### src/opr_pkg.sv
package opr_pkg;

  localparam int FRAMES_DEF    = 8;
  localparam int REFS_DEF      = 32;
  localparam int PAGE_BITS_DEF = 8;

  localparam int FC_W   = 4;
  localparam int POS_W  = 5;
  localparam int SLOT_W = 3;
  localparam int TOT_W  = 6;

  localparam logic [FC_W-1:0] FRAME_COUNT_RST = 4'd3;

  typedef enum logic [2:0] {
    ST_LOAD,
    ST_INIT,
    ST_LOOK,
    ST_SCAN,
    ST_SEL
  } state_t;

  // Controls broadcast from the sequencer to every frame cell.
  typedef struct packed {
    logic clear;
    logic scan_clr;
    logic probe_valid;
  } cell_ctl_t;

endpackage

### src/opr_ref_store.sv
module opr_ref_store #(
  parameter int PAGE_BITS = 8,
  parameter int REFS      = 32,
  parameter int AW        = 5
) (
  input  logic                 clk,
  input  logic                 we,
  input  logic [AW-1:0]        waddr,
  input  logic [PAGE_BITS-1:0] wdata,
  input  logic [AW-1:0]        raddr,
  output logic [PAGE_BITS-1:0] rdata
);

  logic [PAGE_BITS-1:0] mem [REFS];

  always_ff @(posedge clk) begin
    if (we) begin
      mem[waddr] <= wdata;
    end
  end

  always_ff @(posedge clk) begin
    rdata <= mem[raddr];
  end

endmodule

### src/opr_cell.sv
module opr_cell import opr_pkg::*; #(
  parameter int PAGE_BITS = 8,
  parameter int PW        = 5,
  parameter int IW        = 3,
  parameter int IDX       = 0
) (
  input  logic                 clk,
  input  logic                 rst,
  input  cell_ctl_t            ctl,
  input  logic                 active,
  input  logic                 we,
  input  logic [PAGE_BITS-1:0] wpage,
  input  logic [PAGE_BITS-1:0] probe_page,
  input  logic [PW-1:0]        probe_pos,
  input  logic                 in_valid,
  input  logic [PW:0]          in_key,
  input  logic [IW-1:0]        in_idx,
  output logic                 out_valid,
  output logic [PW:0]          out_key,
  output logic [IW-1:0]        out_idx,
  output logic                 valid,
  output logic [PAGE_BITS-1:0] page,
  output logic                 match
);

  logic          found;
  logic [PW-1:0] pos;
  logic [PW:0]   key;
  logic          take;

  assign match = valid && (page == probe_page);
  // A frame never referenced again ranks above every found position, and all such
  // frames rank equal so that the lowest slot keeps the tie.
  assign key   = {~found, {PW{found}} & pos};
  assign take  = active && (!in_valid || (key > in_key));

  always_ff @(posedge clk) begin
    if (rst || ctl.clear) begin
      valid <= 1'b0;
    end else if (we) begin
      valid <= 1'b1;
    end
  end

  always_ff @(posedge clk) begin
    if (we) begin
      page <= wpage;
    end
    if (rst || ctl.scan_clr) begin
      found <= 1'b0;
    end else if (ctl.probe_valid && match && !found) begin
      found <= 1'b1;
      pos   <= probe_pos;
    end
  end

  always_ff @(posedge clk) begin
    if (rst) begin
      out_valid <= 1'b0;
    end else begin
      out_valid <= take || in_valid;
    end
    out_key <= take ? key : in_key;
    out_idx <= take ? IW'(IDX) : in_idx;
  end

endmodule

### src/optimal_page_replacement_unit.sv
// Channel   Direction  Handshake                     Payload
// command   in         start, busy                   page, last
// result    out        res_strobe (one cycle)        position, page_res, fault, slot,
//                                                    evicted_valid, evicted_page,
//                                                    fault_total, overflow, done_res
// config    in         cfg_valid, cfg_ready          cfg_data (frame_count)
//
// Loading accepts one reference per cycle; busy stays low while loading.
// The item marked last starts a replay: a setup state, then one hit or fill per cycle,
// held while a fault is resolved. A fault with all frames full spends its lookup
// state, scans the references after it (one per cycle through the store read port),
// then waits in the select state for the victim to ripple down the cell chain.
// Each result appears in the cycle after its reference is decided.
// Reset is synchronous; after reset the store is empty and frame_count is 3.
// The receiver cannot stall: each result transaction lasts exactly one cycle.
module optimal_page_replacement_unit import opr_pkg::*; #(
  parameter int FRAMES    = FRAMES_DEF,
  parameter int REFS      = REFS_DEF,
  parameter int PAGE_BITS = PAGE_BITS_DEF
) (
  input  logic                 clk,
  input  logic                 rst,
  input  logic                 start,
  output logic                 busy,
  input  logic [PAGE_BITS-1:0] page,
  input  logic                 last,
  input  logic                 cfg_valid,
  output logic                 cfg_ready,
  input  logic [FC_W-1:0]      cfg_data,
  output logic                 res_strobe,
  output logic [POS_W-1:0]     position,
  output logic [PAGE_BITS-1:0] page_res,
  output logic                 fault,
  output logic [SLOT_W-1:0]    slot,
  output logic                 evicted_valid,
  output logic [PAGE_BITS-1:0] evicted_page,
  output logic [TOT_W-1:0]     fault_total,
  output logic                 overflow,
  output logic                 done_res
);

  localparam int PW   = $clog2(REFS);
  localparam int CNTW = $clog2(REFS + 1);
  localparam int FW   = $clog2(FRAMES + 1);
  localparam int IW   = (FRAMES > 1) ? $clog2(FRAMES) : 1;
  localparam int CW   = (FW > FC_W) ? FW : FC_W;
  localparam int SELW = $clog2(FRAMES + 2);

  state_t state, state_next;

  logic [FC_W-1:0]      frame_count;
  logic [CNTW-1:0]      count;
  logic                 ovf;
  logic [CNTW-1:0]      idx;
  logic [CNTW-1:0]      scan_j;
  logic [SELW-1:0]      sel_cnt;
  logic [FW-1:0]        fill;
  logic [CNTW-1:0]      faults;
  logic [PAGE_BITS-1:0] cur_page;
  logic                 probe_valid;
  logic [PW-1:0]        probe_pos;

  logic [CW-1:0]        fc_ext;
  logic [FW-1:0]        nf;
  logic [PW-1:0]        rd_addr;
  logic [PAGE_BITS-1:0] rd_data;
  logic                 st_we;
  logic [CNTW-1:0]      idx_inc;
  logic                 is_final;

  logic                 emit, do_fill, do_evict, scan_start, probe_next;
  cell_ctl_t            ctl;
  logic                 hit;
  logic [IW-1:0]        hit_slot;
  logic [PAGE_BITS-1:0] emit_page;
  logic [PAGE_BITS-1:0] wpage;

  logic [FRAMES-1:0]    active, cell_we, match, cvalid, ch_valid;
  logic [PAGE_BITS-1:0] cpage    [FRAMES];
  logic [PW:0]          ch_key   [FRAMES];
  logic [IW-1:0]        ch_idx   [FRAMES];
  logic [IW-1:0]        victim;

  assign busy      = (state != ST_LOAD);
  assign cfg_ready = (state == ST_LOAD);

  // Out-of-range frame counts clamp: zero acts as one, above FRAMES as FRAMES.
  assign fc_ext = CW'(frame_count);
  always_comb begin
    if (fc_ext == '0) begin
      nf = FW'(1);
    end else if (fc_ext > CW'(FRAMES)) begin
      nf = FW'(FRAMES);
    end else begin
      nf = FW'(fc_ext);
    end
  end

  assign idx_inc  = idx + CNTW'(1);
  assign is_final = (idx_inc == count);
  assign st_we    = (state == ST_LOAD) && start && (count < CNTW'(REFS));
  assign victim   = ch_idx[FRAMES-1];

  always_comb begin
    unique case (state)
      ST_INIT: rd_addr = '0;
      ST_SCAN: rd_addr = scan_j[PW-1:0];
      default: rd_addr = idx_inc[PW-1:0];
    endcase
  end

  opr_ref_store #(
    .PAGE_BITS(PAGE_BITS),
    .REFS     (REFS),
    .AW       (PW)
  ) u_store (
    .clk  (clk),
    .we   (st_we),
    .waddr(count[PW-1:0]),
    .wdata(page),
    .raddr(rd_addr),
    .rdata(rd_data)
  );

  // Hit detection across the frame cells; a page is resident in one frame at most.
  always_comb begin
    hit      = |match;
    hit_slot = '0;
    for (int k = 0; k < FRAMES; k++) begin
      if (match[k]) begin
        hit_slot = hit_slot | IW'(k);
      end
    end
  end

  assign emit_page = (state == ST_SEL) ? cur_page : rd_data;
  assign wpage     = do_fill ? rd_data : cur_page;

  genvar g;
  generate
    for (g = 0; g < FRAMES; g++) begin : g_cell
      assign active[g]  = (g < int'(nf));
      assign cell_we[g] = (do_fill && (fill == FW'(g))) || (do_evict && (victim == IW'(g)));

      if (g == 0) begin : g_head
        opr_cell #(.PAGE_BITS(PAGE_BITS), .PW(PW), .IW(IW), .IDX(g)) u_cell (
          .clk       (clk),
          .rst       (rst),
          .ctl       (ctl),
          .active    (active[g]),
          .we        (cell_we[g]),
          .wpage     (wpage),
          .probe_page(rd_data),
          .probe_pos (probe_pos),
          .in_valid  (1'b0),
          .in_key    ('0),
          .in_idx    ('0),
          .out_valid (ch_valid[g]),
          .out_key   (ch_key[g]),
          .out_idx   (ch_idx[g]),
          .valid     (cvalid[g]),
          .page      (cpage[g]),
          .match     (match[g])
        );
      end else begin : g_body
        opr_cell #(.PAGE_BITS(PAGE_BITS), .PW(PW), .IW(IW), .IDX(g)) u_cell (
          .clk       (clk),
          .rst       (rst),
          .ctl       (ctl),
          .active    (active[g]),
          .we        (cell_we[g]),
          .wpage     (wpage),
          .probe_page(rd_data),
          .probe_pos (probe_pos),
          .in_valid  (ch_valid[g-1]),
          .in_key    (ch_key[g-1]),
          .in_idx    (ch_idx[g-1]),
          .out_valid (ch_valid[g]),
          .out_key   (ch_key[g]),
          .out_idx   (ch_idx[g]),
          .valid     (cvalid[g]),
          .page      (cpage[g]),
          .match     (match[g])
        );
      end
    end
  endgenerate

  always_ff @(posedge clk) begin
    if (rst) begin
      state <= ST_LOAD;
    end else begin
      state <= state_next;
    end
  end

  // Sequencer: load, set up the replay, then serve each reference in turn.
  always_comb begin
    state_next      = state;
    emit            = 1'b0;
    do_fill         = 1'b0;
    do_evict        = 1'b0;
    scan_start      = 1'b0;
    probe_next      = 1'b0;
    ctl.clear       = 1'b0;
    ctl.scan_clr    = 1'b0;
    ctl.probe_valid = probe_valid;
    unique case (state)
      ST_LOAD: begin
        if (start && last) begin
          state_next = ST_INIT;
        end
      end
      ST_INIT: begin
        ctl.clear  = 1'b1;
        state_next = ST_LOOK;
      end
      ST_LOOK: begin
        if (hit) begin
          emit = 1'b1;
        end else if (fill < nf) begin
          emit    = 1'b1;
          do_fill = 1'b1;
        end else begin
          scan_start   = 1'b1;
          ctl.scan_clr = 1'b1;
          state_next   = ST_SCAN;
        end
        if (emit && is_final) begin
          state_next = ST_LOAD;
        end
      end
      ST_SCAN: begin
        if (scan_j < count) begin
          probe_next = 1'b1;
        end else begin
          state_next = ST_SEL;
        end
      end
      ST_SEL: begin
        if (sel_cnt == SELW'(FRAMES + 1)) begin
          emit       = 1'b1;
          do_evict   = 1'b1;
          state_next = is_final ? ST_LOAD : ST_LOOK;
        end
      end
      default: state_next = ST_LOAD;
    endcase
  end

  always_ff @(posedge clk) begin
    if (rst) begin
      frame_count <= FRAME_COUNT_RST;
      count       <= '0;
      ovf         <= 1'b0;
      probe_valid <= 1'b0;
      res_strobe  <= 1'b0;
      idx         <= '0;
      fill        <= '0;
      faults      <= '0;
    end else begin
      probe_valid <= probe_next;
      res_strobe  <= emit;
      if (cfg_valid && cfg_ready) begin
        frame_count <= cfg_data;
      end
      if (state == ST_LOAD && start) begin
        if (st_we) begin
          count <= count + CNTW'(1);
        end else begin
          ovf <= 1'b1;
        end
      end
      if (state == ST_INIT) begin
        idx    <= '0;
        fill   <= '0;
        faults <= '0;
      end
      if (do_fill) begin
        fill <= fill + FW'(1);
      end
      if (emit) begin
        idx <= idx_inc;
        if (!(state == ST_LOOK && hit)) begin
          faults <= faults + CNTW'(1);
        end
        if (is_final) begin
          count <= '0;
          ovf   <= 1'b0;
        end
      end
    end
  end

  always_ff @(posedge clk) begin
    if (scan_start) begin
      cur_page <= rd_data;
      scan_j   <= idx_inc;
    end
    if (probe_next) begin
      probe_pos <= scan_j[PW-1:0];
      scan_j    <= scan_j + CNTW'(1);
    end
    if (state == ST_SCAN) begin
      sel_cnt <= '0;
    end else if (state == ST_SEL) begin
      sel_cnt <= sel_cnt + SELW'(1);
    end
    if (emit) begin
      position      <= POS_W'(idx);
      page_res      <= emit_page;
      fault         <= !(state == ST_LOOK && hit);
      evicted_valid <= do_evict;
      evicted_page  <= do_evict ? cpage[victim] : '0;
      overflow      <= ovf;
      done_res      <= is_final;
      if (state == ST_LOOK && hit) begin
        slot        <= SLOT_W'(hit_slot);
        fault_total <= TOT_W'(faults);
      end else begin
        slot        <= do_fill ? SLOT_W'(fill) : SLOT_W'(victim);
        fault_total <= TOT_W'(faults + CNTW'(1));
      end
    end
  end

`ifndef SYNTHESIS
  // The last result of a replay coincides with the return to loading.
  a_done_idle: assert property (@(posedge clk) disable iff (rst)
    (res_strobe && done_res) |-> !busy)
    else $error("final result seen while still busy");

  // An eviction is always a fault.
  a_evict_fault: assert property (@(posedge clk) disable iff (rst)
    (res_strobe && evicted_valid) |-> fault)
    else $error("eviction reported on a hit");

  // Victim selection only ever happens with every frame in use.
  a_evict_full: assert property (@(posedge clk) disable iff (rst)
    do_evict |-> (fill == nf))
    else $error("eviction with an empty frame left");

  // The victim has reached the end of the chain when it is used.
  a_chain_ready: assert property (@(posedge clk) disable iff (rst)
    do_evict |-> ch_valid[FRAMES-1])
    else $error("victim used before the chain settled");

  // During a replay only frames in use hold a page.
  a_inactive_empty: assert property (@(posedge clk) disable iff (rst)
    (state == ST_LOOK) |-> ((cvalid & ~active) == '0))
    else $error("page held in a frame beyond the frame count");
`endif

endmodule

### config.mk
export PLATFORM = sky130hd
export DESIGN_NAME = optimal_page_replacement_unit
export DESIGN_NICKNAME = d
export VERILOG_FILES = /design/src/opr_pkg.sv /design/src/opr_ref_store.sv /design/src/opr_cell.sv /design/src/optimal_page_replacement_unit.sv
export SDC_FILE = /design/constraint.sdc
export NUM_CORES = 1
export LEC_CHECK = 0
export BUFFER_PORTS_ARGS = -buffer_cell sky130_fd_sc_hd__buf_4
export CAP_MARGIN = 20
export CORE_UTILIZATION = 65
export CTS_BUF_LIST = sky130_fd_sc_hd__clkbuf_8 sky130_fd_sc_hd__clkbuf_16
export DETAILED_ROUTE_END_ITERATION = 6
export PLACE_DENSITY_LB_ADDON = 0.1
export SETUP_SLACK_MARGIN = 0.1
export SYNTH_ARGS = -nofsm -noshare
export SYNTH_HDL_FRONTEND = slang
export SYNTH_SLANG_ARGS = --single-unit
### constraint.sdc
create_clock -name clk -period 5.3 [get_ports clk]
set_input_delay 0.53 -clock clk [delete_from_list [all_inputs] [get_ports clk]]
set_output_delay 0.53 -clock clk [all_outputs]
set_load 0.005 [all_outputs]
==> metrics.md <==
| Metric | Value |
|---|---|
| Finished Core Util | 0.741 |
| Post-synth EDFFs | 413 |
| Cell Pwr Density | 365 mW/mm² |
| Post-synthesis average cell area | 13.2 µm² |
| Core Area | 0.0348 mm² |
| Dominant cell type by area after synthesis | edfxtp_1 |
| Crit Reg-Reg Startpoint | state[1]$_SDFFE_PP0P_ |
| Worst path most repeated cell | inv_1 |
| Critical path arrival | 4160 ps |
| Buf/Inv on CP | 3 |
| Number of synthesized register bits | 539 |
| Post-synthesis sequential area ratio | 0.644 |
| Combinational fraction of design power | 0.085 |
| Maxcap violations | 0 |
| Layout cells sized above 1 | 0.131 |
| First-pass GRT wire length | 77.7 mm |
| Initial Util | 0.665 |
| Seq pwr share | 0.501 |
| Die area | 0.0364 mm² |
| Later-pin clock latency in the skew report | 600 ps |
| Worst Tran Pin Value | 1060 ps |
| Post-route cell area | 0.0258 mm² |
| CP required | 5590 ps |
| Post CTS Setup Buffer Count | 0 |
| DP Cell Count | 2183 |
| Top FF cell, synth | edfxtp_1 |
| Area delta synth->final | 11.3% |
| Final WS setup | 1430 ps |
| CP Cell Sequence | nor2_1 > and2_1 > nand2_1 > inv_1 > a21oi_1 > inv_1 > buf_4 |
| Total Routing Usage GR | 0.284 |
| Internal Power | 0.00727 W |
| Antenna Nets Post-Route | 0 |
| Critical Path Sink Type | register |
| Synth top area share | 0.536 |
| Instance area at placement | 0.0239 mm² |
| Clock skew | 20.9 ps |
| Die height | 191 µm |
| Switching Fraction | 0.227 |
| N_diodes | 0 |
| First-pass DRT Iterations | 5 |
| Simple-Gate Fraction of Synth Area | 0.0991 |
| Fin cells | 2285 |
| Max clock buf depth | 3 |
| Leak Pwr | 9.02 nW |
| Synth Area in XOR/XNOR | 0.0333 |
| Initial drt markers | 1018 |
| Htree depth | 2 |
| Syn nets | 1832 |
| Final Net Count | 1866 |
| Outcome | finished, final reports clean |
| Die W | 191 µm |
| Max incr delay on CP | 730 ps |
| HP Class | input port to register |
| Total global routing overflow | 0 |
| CTS Buf Count | 53 |
| Clock sinks | 539 |
| Syn Inst Count | 1752 |
| TNS Setup | 0 ps |
| Critical R2R Capture | page_res[0]$_DFFE_PP_ |
| Number of fill cells | 2202 |
| Post-CTS Resized | 0 |
| HPWL Detailed | 32.6 mm |
| Synth Cell Area | 0.0232 mm² |
| Achievable Freq | 0.259 GHz |
| Final worst path period need | 3870 ps |
| Netlist cell types | 63 |
| Post-CTS Hold Buffers | 0 |
| Post-detailed-route via-to-cell ratio | 6.12 |
| IO Pins | 54 |
| Row count | 68 |
| Antenna violations before repair | 0 |
| Top cells by area, synth | edfxtp_1 54%, dfxtp_1 11%, a211oi_1 4.0% |
| GP Congestion | 0.913 |
| Net Switching | 0.00213 W |
| Largest net degree at the start of global routing | 89 |
| Maximum vdd drop | 0.335 mV |
| RSZ-0062 raised after global routing | no |
| Synth Warn # | 0 |
| Period utilisation layout | 0.729 |
| DR WL/cell | 22.1 µm |
| Asr flop ratio synth | 0 |
| Mux share of post-synthesis cell area | 0.0623 |
| Area share of fa/ha/maj cells after synthesis | 0.0340 |
| CTS tree | yes |
| Hold Crit Endpoint | fc_ext[2]$_SDFFE_PP0P_ |
| R2R Setup Slk | 1430 ps |
| CP Max Fanout | 32 |
| Top delay family on crit path | simple AND/OR/NAND/NOR gates |
| Via count | 14000 |
| Final Hold Vio Count | 0 |
| Worst-path clk slew | 70 ps |
| HP Start | cfg_data[2] |
| DRC viols | 0 |
| Slew Viols, Final | 0 |
| Clock Tree Root | clkbuf_16 |
| CP max stage cell | a21oi_1 |
| Worst Reg-to-Reg Cells | 7 |
| Vias in the first global route | 13500 |
| Final setup violation count | 0 |
| Hold Crit Depth | 3 |
| Synth Area in Compound Gates | 0.0952 |
| CP Launch Type | register |
| Slew HR | 0.285 |
| PortBufs | 53 |
| Place WS | 1550 ps |
| Main combinational cell family by area after synthesis | simple AND/OR/NAND/NOR gates |
| Routed Wire Length | 50.5 mm |
| Power share of the clock group | 0.415 |
| Critical path type | register to register |
==> power by group through the flow <==
| stage | Sequential (W) | Clock [W] | Combinational [W] |
|---|---|---|---|
| 4_1_cts | 0.00471 | 0.00396 | 0.000798 |
| 5_1_grt | 0.00472 | 0.00412 | 0.000862 |
| 3_5_place_dp | 0.00480 | 0 | 0.000792 |
| 3_3_place_gp | 0.00480 | 0 | 0.000776 |
| 2_1_floorplan | 0.00473 | 0 | 0.000621 |
| 6_report | 0.00471 | 0.00390 | 0.000796 |
==> how the worst max path moves through the flow <==
| stage | startpoint | end | slack, ps | cells past startpoint |
|---|---|---|---|---|
| finish | state[1]$_SDFFE_PP0P_ | page_res[0]$_DFFE_PP_ | 1430 | 7 |
| global route | state[1]$_SDFFE_PP0P_ | page_res[2]$_DFFE_PP_ | 1160 | 7 |
| CTS | state[1]$_SDFFE_PP0P_ | evicted_page[3]$_SDFFCE_PN0P_ | 1540 | 7 |
| detailed placement | state[1]$_SDFFE_PP0P_ | page_res[0]$_DFFE_PP_ | 1550 | 7 |
| global placement | u_store.rdata[4]$_DFF_P_ | g_cell[2].g_body.u_cell.pos[1]$_DFFE_PP_ | 1740 | 7 |
| floorplan | state[1]$_SDFFE_PP0P_ | u_store.mem[11][0]$_DFFE_PP_ | 2390 | 7 |
==> cells in the mapped netlist, types with 5 or more instances <==
| master | n |
|---|---|
| a211oi_1 | 123 |
| a21o_1 | 14 |
| a21oi_1 | 64 |
| a31oi_1 | 41 |
| and2_0 | 21 |
| and2_1 | 79 |
| and3_1 | 5 |
| buf_2 | 18 |
| buf_6 | 9 |
| clkbuf_1 | 61 |
| dfxtp_1 | 126 |
| edfxtp_1 | 413 |
| ha_1 | 63 |
| inv_1 | 74 |
| mux2_2 | 41 |
| mux2i_1 | 62 |
| mux4_2 | 16 |
| nand2_1 | 125 |
| nand2b_1 | 9 |
| nand3_1 | 42 |
| nand4_1 | 18 |
| nor2_1 | 84 |
| nor2b_1 | 15 |
| nor3_1 | 19 |
| o21a_1 | 41 |
| o21ai_0 | 6 |
| o22ai_1 | 8 |
| or2_2 | 8 |
| or3_1 | 6 |
| xnor2_1 | 79 |
| xor2_1 | 9 |
==> metal layers <==
metal / vias up / routed length (µm) / track usage
met1: 6863 / 21000 / 0.380
met2: 496 / 25100 / 0.480
met3: 82 / 2990 / 0.0359
li1: 6547 / - / -
met4: 0 / 1310 / 0.0966
met5: - / 0 / 0
==> per-stage QoR <==
step                total power, W  hold WS, ps
CTS                        0.00946          186
floorplan                  0.00535          386
detailed placement         0.00559          401
global route               0.00970          212
finish                     0.00941          210
global placement           0.00557          396
==> cell type report <==
class / instances / area, µm² / area share
flip-flops and latches: 539 / 14900 / 0.579
clock inverters: 39 / 397 / 0.0154
clock buffers: 60 / 1430 / 0.0556
well taps: 455 / 569 / 0.0221
inverters: 75 / 282 / 0.0109
multi-input cells: 1044 / 7580 / 0.294
repair buffers: 73 / 583 / 0.0226
==> worst register-to-register path, stage by stage (launching register included) <==
cell,delay (ps)
dfxtp_1,690
nor2_1,220
and2_1,460
nand2_1,560
inv_1,240
a21oi_1,730
inv_1,280
buf_4,350
==> registers in the layout, indices dropped and copies added, names as in the netlist, 7 cells and up <==
signal                        count
g_cell.g_body.u_cell.out_idx     17
cur_page                          8
g_cell.g_body.u_cell.page        56
page_res                          8
evicted_page                      8
g_cell.g_body.u_cell.pos         35
g_cell.g_body.u_cell.valid        7
u_store.rdata                     8
g_cell.g_body.u_cell.found        7
u_store.mem                     256
g_cell.g_body.u_cell.out_key     36
g_cell.g_head.u_cell.page         8
==> placed cells by master, fill, tap and decap left out, drive strengths merged, types with 63 or more instances in the layout <==
master,instances
a211oi,123
a21oi,65
and2,100
buf,71
dfxtp,126
edfxtp,413
ha,63
inv,87
nand2,125
nor2,84
xnor2,79
==> kinds of logic after synthesis <==
logic type | after synthesis
xor+xnor | 88
mux | 119
simple gates | 454
fa+ha+maj | 63
compound gates | 320
buf+inv | 169
flops | 539
(Power assumes the default switching activity.)
